### src/rdct_pkg.sv
`timescale 1ns / 1ps
// Shared types and constants for the reload down-counter timer.
// No dependencies; used by rdct_step and reload_down_counter_timer_unit.
package rdct_pkg;

    localparam int CNT_W    = 24;
    localparam int SLOW_DIV = 8;
    localparam int PRE_W    = $clog2(SLOW_DIV);
    localparam int READ_W   = 24;

    // Control register bit positions.
    localparam int CTRL_EN_BIT   = 0;
    localparam int CTRL_INT_BIT  = 1;
    localparam int CTRL_CLK_BIT  = 2;
    localparam int CTRL_ONE_BIT  = 3;
    localparam int CTRL_FLAG_BIT = 16;

    typedef enum logic [1:0] {
        KIND_TICK  = 2'd0,
        KIND_READ  = 2'd1,
        KIND_WRITE = 2'd2,
        KIND_NONE  = 2'd3
    } t_kind;

    typedef enum logic [1:0] {
        SEL_CTRL    = 2'd0,
        SEL_RELOAD  = 2'd1,
        SEL_CURRENT = 2'd2,
        SEL_ELAPSED = 2'd3
    } t_sel;

    typedef struct packed {
        logic             run_enable;
        logic             irq_enable;
        logic             fast_clock;
        logic             one_shot;
        logic             flag;
        logic [CNT_W-1:0] reload_value;
        logic [CNT_W-1:0] current_value;
        logic [PRE_W-1:0] prescale;
    } t_state;

    typedef struct packed {
        logic [READ_W-1:0] read_data;
        logic              irq_pulse;
        logic              expired;
    } t_result;

endpackage

### src/rdct_step.sv
`timescale 1ns / 1ps
// Next-state and result logic for one transaction of the timer.
// Depends on rdct_pkg.
module rdct_step (
    input  rdct_pkg::t_state            i_state,
    input  logic [1:0]                  i_kind,
    input  logic [1:0]                  i_reg_select,
    input  logic [rdct_pkg::READ_W-1:0] i_write_data,
    output rdct_pkg::t_state            o_state,
    output rdct_pkg::t_result           o_result
);

    logic [rdct_pkg::PRE_W:0]   pre_inc;
    logic                       pre_wrap;
    logic                       count_evt;
    logic [rdct_pkg::CNT_W-1:0] cur_dec;
    logic [rdct_pkg::CNT_W-1:0] elapsed;
    logic [rdct_pkg::READ_W-1:0] ctrl_rd;

    always_comb begin
        pre_inc  = {1'b0, i_state.prescale} + 1'b1;
        pre_wrap = (pre_inc >= (rdct_pkg::PRE_W+1)'(rdct_pkg::SLOW_DIV));
        count_evt = i_state.run_enable && (i_state.fast_clock || pre_wrap);
        cur_dec  = i_state.current_value - 1'b1;
        elapsed  = i_state.reload_value - i_state.current_value;

        ctrl_rd = '0;
        ctrl_rd[rdct_pkg::CTRL_EN_BIT]   = i_state.run_enable;
        ctrl_rd[rdct_pkg::CTRL_INT_BIT]  = i_state.irq_enable;
        ctrl_rd[rdct_pkg::CTRL_CLK_BIT]  = i_state.fast_clock;
        ctrl_rd[rdct_pkg::CTRL_ONE_BIT]  = i_state.one_shot;
        ctrl_rd[rdct_pkg::CTRL_FLAG_BIT] = i_state.flag;

        o_state  = i_state;
        o_result = '0;

        case (rdct_pkg::t_kind'(i_kind))
            rdct_pkg::KIND_TICK: begin
                // The prescaler only moves while the divided clock is in use.
                if (i_state.run_enable && !i_state.fast_clock) begin
                    o_state.prescale = pre_wrap ? '0 : pre_inc[rdct_pkg::PRE_W-1:0];
                end
                if (count_evt) begin
                    if (i_state.current_value == '0) begin
                        o_state.current_value = i_state.reload_value;
                    end else begin
                        o_state.current_value = cur_dec;
                        if (cur_dec == '0) begin
                            o_result.expired   = 1'b1;
                            o_result.irq_pulse = i_state.irq_enable;
                            o_state.flag       = 1'b1;
                            if (i_state.one_shot) begin
                                o_state.run_enable = 1'b0;
                            end
                        end
                    end
                end
            end
            rdct_pkg::KIND_READ: begin
                case (rdct_pkg::t_sel'(i_reg_select))
                    rdct_pkg::SEL_CTRL: begin
                        o_result.read_data = ctrl_rd;
                        o_state.flag       = 1'b0;
                    end
                    rdct_pkg::SEL_RELOAD: begin
                        o_result.read_data = rdct_pkg::READ_W'(i_state.reload_value);
                    end
                    rdct_pkg::SEL_CURRENT: begin
                        o_result.read_data = rdct_pkg::READ_W'(i_state.current_value);
                    end
                    default: begin
                        o_result.read_data = rdct_pkg::READ_W'(elapsed);
                    end
                endcase
            end
            rdct_pkg::KIND_WRITE: begin
                case (rdct_pkg::t_sel'(i_reg_select))
                    rdct_pkg::SEL_CTRL: begin
                        o_state.run_enable = i_write_data[rdct_pkg::CTRL_EN_BIT];
                        o_state.irq_enable = i_write_data[rdct_pkg::CTRL_INT_BIT];
                        o_state.fast_clock = i_write_data[rdct_pkg::CTRL_CLK_BIT];
                        o_state.one_shot   = i_write_data[rdct_pkg::CTRL_ONE_BIT];
                    end
                    rdct_pkg::SEL_RELOAD: begin
                        o_state.reload_value = rdct_pkg::CNT_W'(i_write_data);
                    end
                    rdct_pkg::SEL_CURRENT: begin
                        o_state.current_value = '0;
                        o_state.flag          = 1'b0;
                    end
                    default: begin
                        o_state = i_state;
                    end
                endcase
            end
            default: begin
                o_state = i_state;
            end
        endcase
    end

endmodule

### src/reload_down_counter_timer_unit.sv
`timescale 1ns / 1ps
// Top level of the reload down-counter timer: handshakes, state and result register.
// Depends on rdct_pkg and rdct_step.
//
//  Channel | Direction | Handshake            | Payload
//  --------+-----------+----------------------+---------------------------------------
//  in      | to unit   | i_valid / o_ready    | i_kind, i_reg_select, i_write_data
//  out     | from unit | o_valid / i_ready    | o_read_data, o_irq_pulse, o_expired
//
// Every accepted transaction updates the timer state at the edge on which it is
// taken and loads its single result into the output register at that same edge,
// so the result is offered on the output channel from the following cycle.
// The unit takes one transaction per clock cycle; the only limit is the output
// register, which must be free or being emptied in the same cycle.
// Reset (synchronous, active low) clears every state bit and the output valid.
// While the output is stalled and full, o_ready is low and the state holds.
module reload_down_counter_timer_unit (
    input  logic                        i_clk,
    input  logic                        i_rst_n,
    input  logic                        i_valid,
    output logic                        o_ready,
    input  logic [1:0]                  i_kind,
    input  logic [1:0]                  i_reg_select,
    input  logic [rdct_pkg::READ_W-1:0] i_write_data,
    output logic                        o_valid,
    input  logic                        i_ready,
    output logic [rdct_pkg::READ_W-1:0] o_read_data,
    output logic                        o_irq_pulse,
    output logic                        o_expired
);

    rdct_pkg::t_state  r_state;
    rdct_pkg::t_state  n_state;
    rdct_pkg::t_result r_result;
    rdct_pkg::t_result n_result;
    logic              r_valid;
    logic              in_take;

    // The output register can take a new result when it is empty or being read.
    assign o_ready = !r_valid || i_ready;
    assign in_take = i_valid && o_ready;

    rdct_step u_step (
        .i_state      (r_state),
        .i_kind       (i_kind),
        .i_reg_select (i_reg_select),
        .i_write_data (i_write_data),
        .o_state      (n_state),
        .o_result     (n_result)
    );

    always_ff @(posedge i_clk) begin
        if (!i_rst_n) begin
            r_state <= '0;
            r_valid <= 1'b0;
        end else begin
            if (in_take) begin
                r_state <= n_state;
            end
            if (o_ready) begin
                r_valid <= i_valid;
            end
        end
    end

    // The result payload needs no reset; it is only looked at while valid.
    always_ff @(posedge i_clk) begin
        if (in_take) begin
            r_result <= n_result;
        end
    end

    assign o_valid     = r_valid;
    assign o_read_data = r_result.read_data;
    assign o_irq_pulse = r_result.irq_pulse;
    assign o_expired   = r_result.expired;

endmodule

### config.mk
export PLATFORM = sky130hd
export DESIGN_NAME = reload_down_counter_timer_unit
export DESIGN_NICKNAME = d
export VERILOG_FILES = /design/src/rdct_pkg.sv /design/src/rdct_step.sv /design/src/reload_down_counter_timer_unit.sv
export SDC_FILE = /design/constraint.sdc
export NUM_CORES = 1
export LEC_CHECK = 0
export ABC_AREA = 1
export BUFFER_PORTS_ARGS = -buffer_cell sky130_fd_sc_hd__buf_2
export CORE_ASPECT_RATIO = 1.2
export CORE_MARGIN = 5
export CORE_UTILIZATION = 50
export CTS_CLUSTER_DIAMETER = 40
export DETAILED_ROUTE_END_ITERATION = 8
export PLACE_DENSITY = 0.8
export SLEW_MARGIN = 40
export SYNTH_ARGS = -nofsm -noshare
export SYNTH_HDL_FRONTEND = slang
export SYNTH_SLANG_ARGS = --single-unit
### constraint.sdc
create_clock -name i_clk -period 2.2 [get_ports i_clk]
set_input_delay 0.22 -clock i_clk [delete_from_list [all_inputs] [get_ports i_clk]]
set_output_delay 0.22 -clock i_clk [all_outputs]
set_load 0.01 [all_outputs]
==> results.rst <==
.. list-table::
   :header-rows: 1

   * - Metric
     - Value
   * - Clock share of power
     - a little under a quarter
   * - Post-CTS clock slew at the launch and capture registers of the worst setup and hold paths
     - 0.06 ns
   * - Worst IR Drop VDD
     - around 800 µV
   * - Class of the worst hold path
     - in -> reg
   * - Combined buffer and inverter count along the critical path
     - 2
   * - Count of unique library cells instantiated by Yosys
     - 40
   * - Share of synthesized area occupied by flip-flops and latches
     - between 30% and 40%
   * - Post-synth net total
     - around 940
   * - Power per standard cell area
     - 842 mW/mm²
   * - Commonest non-fill, non-tap cells in the layout
     - nand2_1, inv_1, a21oi_1
   * - Most common cell on crit path
     - a21oi_2
   * - Mean Syn Cell Area
     - roughly 6.7 µm²
   * - Initial detailed-routing violation count
     - 744
   * - Maximum achievable frequency
     - approximately 470 MHz
   * - Hold Violations, Final
     - 0
   * - Startpoint type of the worst setup path
     - register
   * - Delay of the slowest critical-path stage
     - ~0.37 ns
   * - Net switching power figure
     - between 2 and 3 mW
   * - Design area
     - about 0.0075 mm²
   * - Worst path top cell family by delay
     - simple AND/OR/NAND/NOR gates
   * - Worst slew pin tran
     - around 0.65 ns
   * - Setup repair after global routing missed its margin
     - yes
   * - Count of flip-flops with a built-in enable after synthesis
     - 26
   * - Reg-to-reg endpoint
     - o_read_data[14]
   * - Routed wire per std cell
     - about 17 µm
   * - Global-route wire length before repair
     - ~31 mm
   * - Number of H-tree levels
     - 3
   * - RD Place Congestion
     - about 0.96
   * - DIE AREA
     - 0.0140 mm²
   * - Core region area
     - 0.0115 mm²
   * - Placed wire-length estimate
     - ~15 mm
   * - Share of total power in combinational logic
     - 49.9%
   * - Max capacitance violation total
     - 0
   * - Post-cts hold buffer count
     - 0
   * - Total I/O pin count
     - 60
   * - Number of global-route vias before repair
     - between 6,000 and 7,000
   * - Overall global routing resource usage
     - 28.3%
   * - Accumulated negative setup slack
     - 0 ns
   * - Number of cells traversed by the worst register-to-register path
     - 10
   * - Internal power component
     - between 3 and 4 mW
   * - Worst Setup Slack, final
     - about 0.076 ns
   * - Min-Delay Path Depth
     - 3
   * - Period utilization
     - just under 100%
   * - Number of port buffers
     - 59
   * - Largest net degree at the start of global routing
     - between 40 and 50
   * - Run status
     - complete, no violations
   * - Total cell area at the placement stage
     - 0.00685 mm²
   * - Share of the core filled with cells
     - approximately 65%
   * - Async SR Flop Fraction
     - 0%
   * - Clock latency on the worst-skew pair
     - 0.35 ns
   * - Starting Density
     - around 51%
   * - Share of layout cells above drive strength 1
     - between 20% and 30%
   * - Number of rows created at floorplan
     - 43
   * - Endpoint class of the critical path
     - register
   * - Die H
     - approximately 130 µm
   * - Flop pwr share
     - a little over a quarter
   * - LEAKAGE
     - roughly 3.4 nW
   * - Hold Crit Start
     - i_write_data[9]
   * - Most common cell after layout, fill and taps aside
     - nand2_1
   * - Switching part of the total
     - about two fifths
   * - Hold-critical path endpoint
     - r_state[36]
   * - Area added between synthesis and finish
     - 28.3%
   * - Startpoint of the worst register-to-register path
     - r_state[8]
   * - Share of the synthesized area in the top cell type
     - 19.5%
   * - #FFs+latches synth
     - 83
   * - Slowest-stage cell, CP
     - dfxtp_1
   * - Root Buffer Master
     - clkbuf_16
   * - Nets
     - 1,075
   * - Count of placed standard cells in the final layout, fillers left out
     - 1,173
   * - Total power
     - 6.33 mW
   * - Synthesized instance count
     - 879
   * - Final critical path time including I/O delays and setup
     - 2.12 ns
   * - Die Span X
     - 109 µm
   * - Final Max Tran Viols
     - 0
   * - Top cells by area, synth
     - dfxtp_1, edfxtp_1, nand2_1
   * - Clock sink count
     - a little over 80
   * - Vias post-DR
     - approximately 6,600
   * - Antenna cell count
     - 0
   * - Length of the first detailed-routing pass in iterations
     - 5
   * - Wire length reported by the detailed router
     - 20.1 mm
   * - Number of warnings issued by yosys
     - 0
   * - Max Root-Sink Buffers
     - 2
   * - Cells along the critical path
     - inv_1, ha_2, nand2_1, nor2_2, a21oi_2, inv_2, a21oi_2, or2_2, a31oi_1, nor2_1
   * - Placed Cells
     - roughly 1,100
   * - Reg2Reg Setup Slack
     - 0.08 ns
   * - Post-synthesis cell area
     - 0.00586 mm²
   * - Worst hold-check slack
     - slightly above 0.1 ns
   * - Max transition margin
     - 56.5%
   * - Initial antenna violation count
     - 0
   * - Crit path required time
     - about 2.3 ns
   * - # DRC
     - 0
   * - Antenna violation net count after detailed routing
     - 0
   * - CTS tree
     - built
   * - Setup-violating endpoint count in the final report
     - 0
   * - CP Class
     - reg -> reg
   * - Global-route congestion overflow total
     - 0
   * - Most common flop cell mapped by yosys
     - dfxtp_1
   * - Critical path fanouts, max
     - 4
   * - Worst setup skew after layout
     - around 0.011 ns
   * - Critical path data arrival time
     - approximately 2.2 ns
   * - Cell type with the highest aggregate area in the netlist
     - dfxtp_1
   * - Post-Place Setup Slack
     - -0.127 ns
   * - Number of CTS-inserted buffers
     - 9
   * - Ratio of routed vias to standard cells
     - 5.66
-- registers in the layout, indices dropped and copies added (netlist names) --
| signal | count |
|---|---|
| o_irq_pulse | 1 |
| r_state | 56 |
| o_valid | 1 |
| o_expired | 1 |
| o_read_data | 24 |
-- routing by layer --
| metal | routed length (µm) | GRT usage [%] |
|---|---|---|
| met5 | 0 | 0 |
| met4 | 1140 | 14.9 |
| met3 | 1480 | 3.86 |
| met2 | 9640 | 47.7 |
| met1 | 7880 | 35.0 |
-- power by group through the flow --
stage	logic (mW)	registers, mW	clock network (mW)
CTS	2.80	1.70	1.47
finish	3.16	1.70	1.47
floorplan	1.79	1.76	0
global placement	2.74	1.73	0
detailed placement	2.77	1.73	0
global route	3.47	1.70	1.53
-- worst max-delay path by stage --
stage | from | end | slack (ns) | cells past startpoint
6_report | r_state[8] | o_read_data[14] | 0.08 | 10
5_1_grt | r_state[5] | o_read_data[23] | -0.05 | 13
4_1_cts | r_state[5] | o_read_data[17] | -0.001 | 10
3_5_place_dp | r_state[27] | o_read_data[16] | -0.13 | 11
3_3_place_gp | r_state[27] | o_read_data[16] | -0.09 | 11
2_1_floorplan | r_state[5] | o_read_data[17] | 0.09 | 10
-- cell families (layout without fill, tap and decap cells) --
| group | count (synthesis) | count (layout) | share of synthesized area, % |
|---|---|---|---|
| AO/OA/AOI/OAI | 220 | 220 | 20.2 |
| XOR/XNOR | 13 | 13 | 1.94 |
| adder cells (fa/ha/maj) | 32 | 32 | 6.96 |
| buffers and inverters | 132 | 269 | 8.54 |
| flip-flops | 83 | 83 | 32.8 |
| AND/OR/NAND/NOR | 399 | 399 | 29.6 |
-- Yosys cell counts, types with 2 or more instances --
cell type  instances
a211oi_1           4
a21boi_0           2
a21o_1             3
a21oi_1          103
a221oi_1           2
a31oi_1           14
buf_2              4
clkbuf_1          18
dfxtp_1           57
edfxtp_1          26
ha_1              31
inv_1            105
inv_2              4
nand2_1          201
nand2_2            6
nand3_1           48
nand4_1           10
nor2_1            93
nor2_2            10
nor2_4             5
nor3_1            10
nor3_2             2
nor4_1             5
o211ai_1           4
o21ai_0           73
o21ai_1            2
o22ai_1           10
or2_2              4
xnor2_1            3
xor2_1            10
-- worst reg2reg max path: cells and delay by family (launching register included) --
family | cells | cell delay [ns]
AND/OR/NAND/NOR | 4 | 0.68
flip-flops | 1 | 0.37
adder cells (fa/ha/maj) | 1 | 0.36
AO/OA/AOI/OAI | 3 | 0.30
buffers and inverters | 2 | 0.16
-- timing repair --
item / CTS / global route
gates resized for setup: 7 / 79
endpoints found under the setup margin: 4 / 19
pin swaps: 0 / 13
setup buffers: 0 / 9
-- layout make-up --
class,instances,area [µm²]
inverter,109,409
tap,157,196
multi-input combinational,664,3750
fill,1077,4000
clock inverter,6,28.8
clock buffer,10,250
timing repair buffer,144,956
sequential,83,1920
Note: power is estimated with default switching activity, not from simulation.
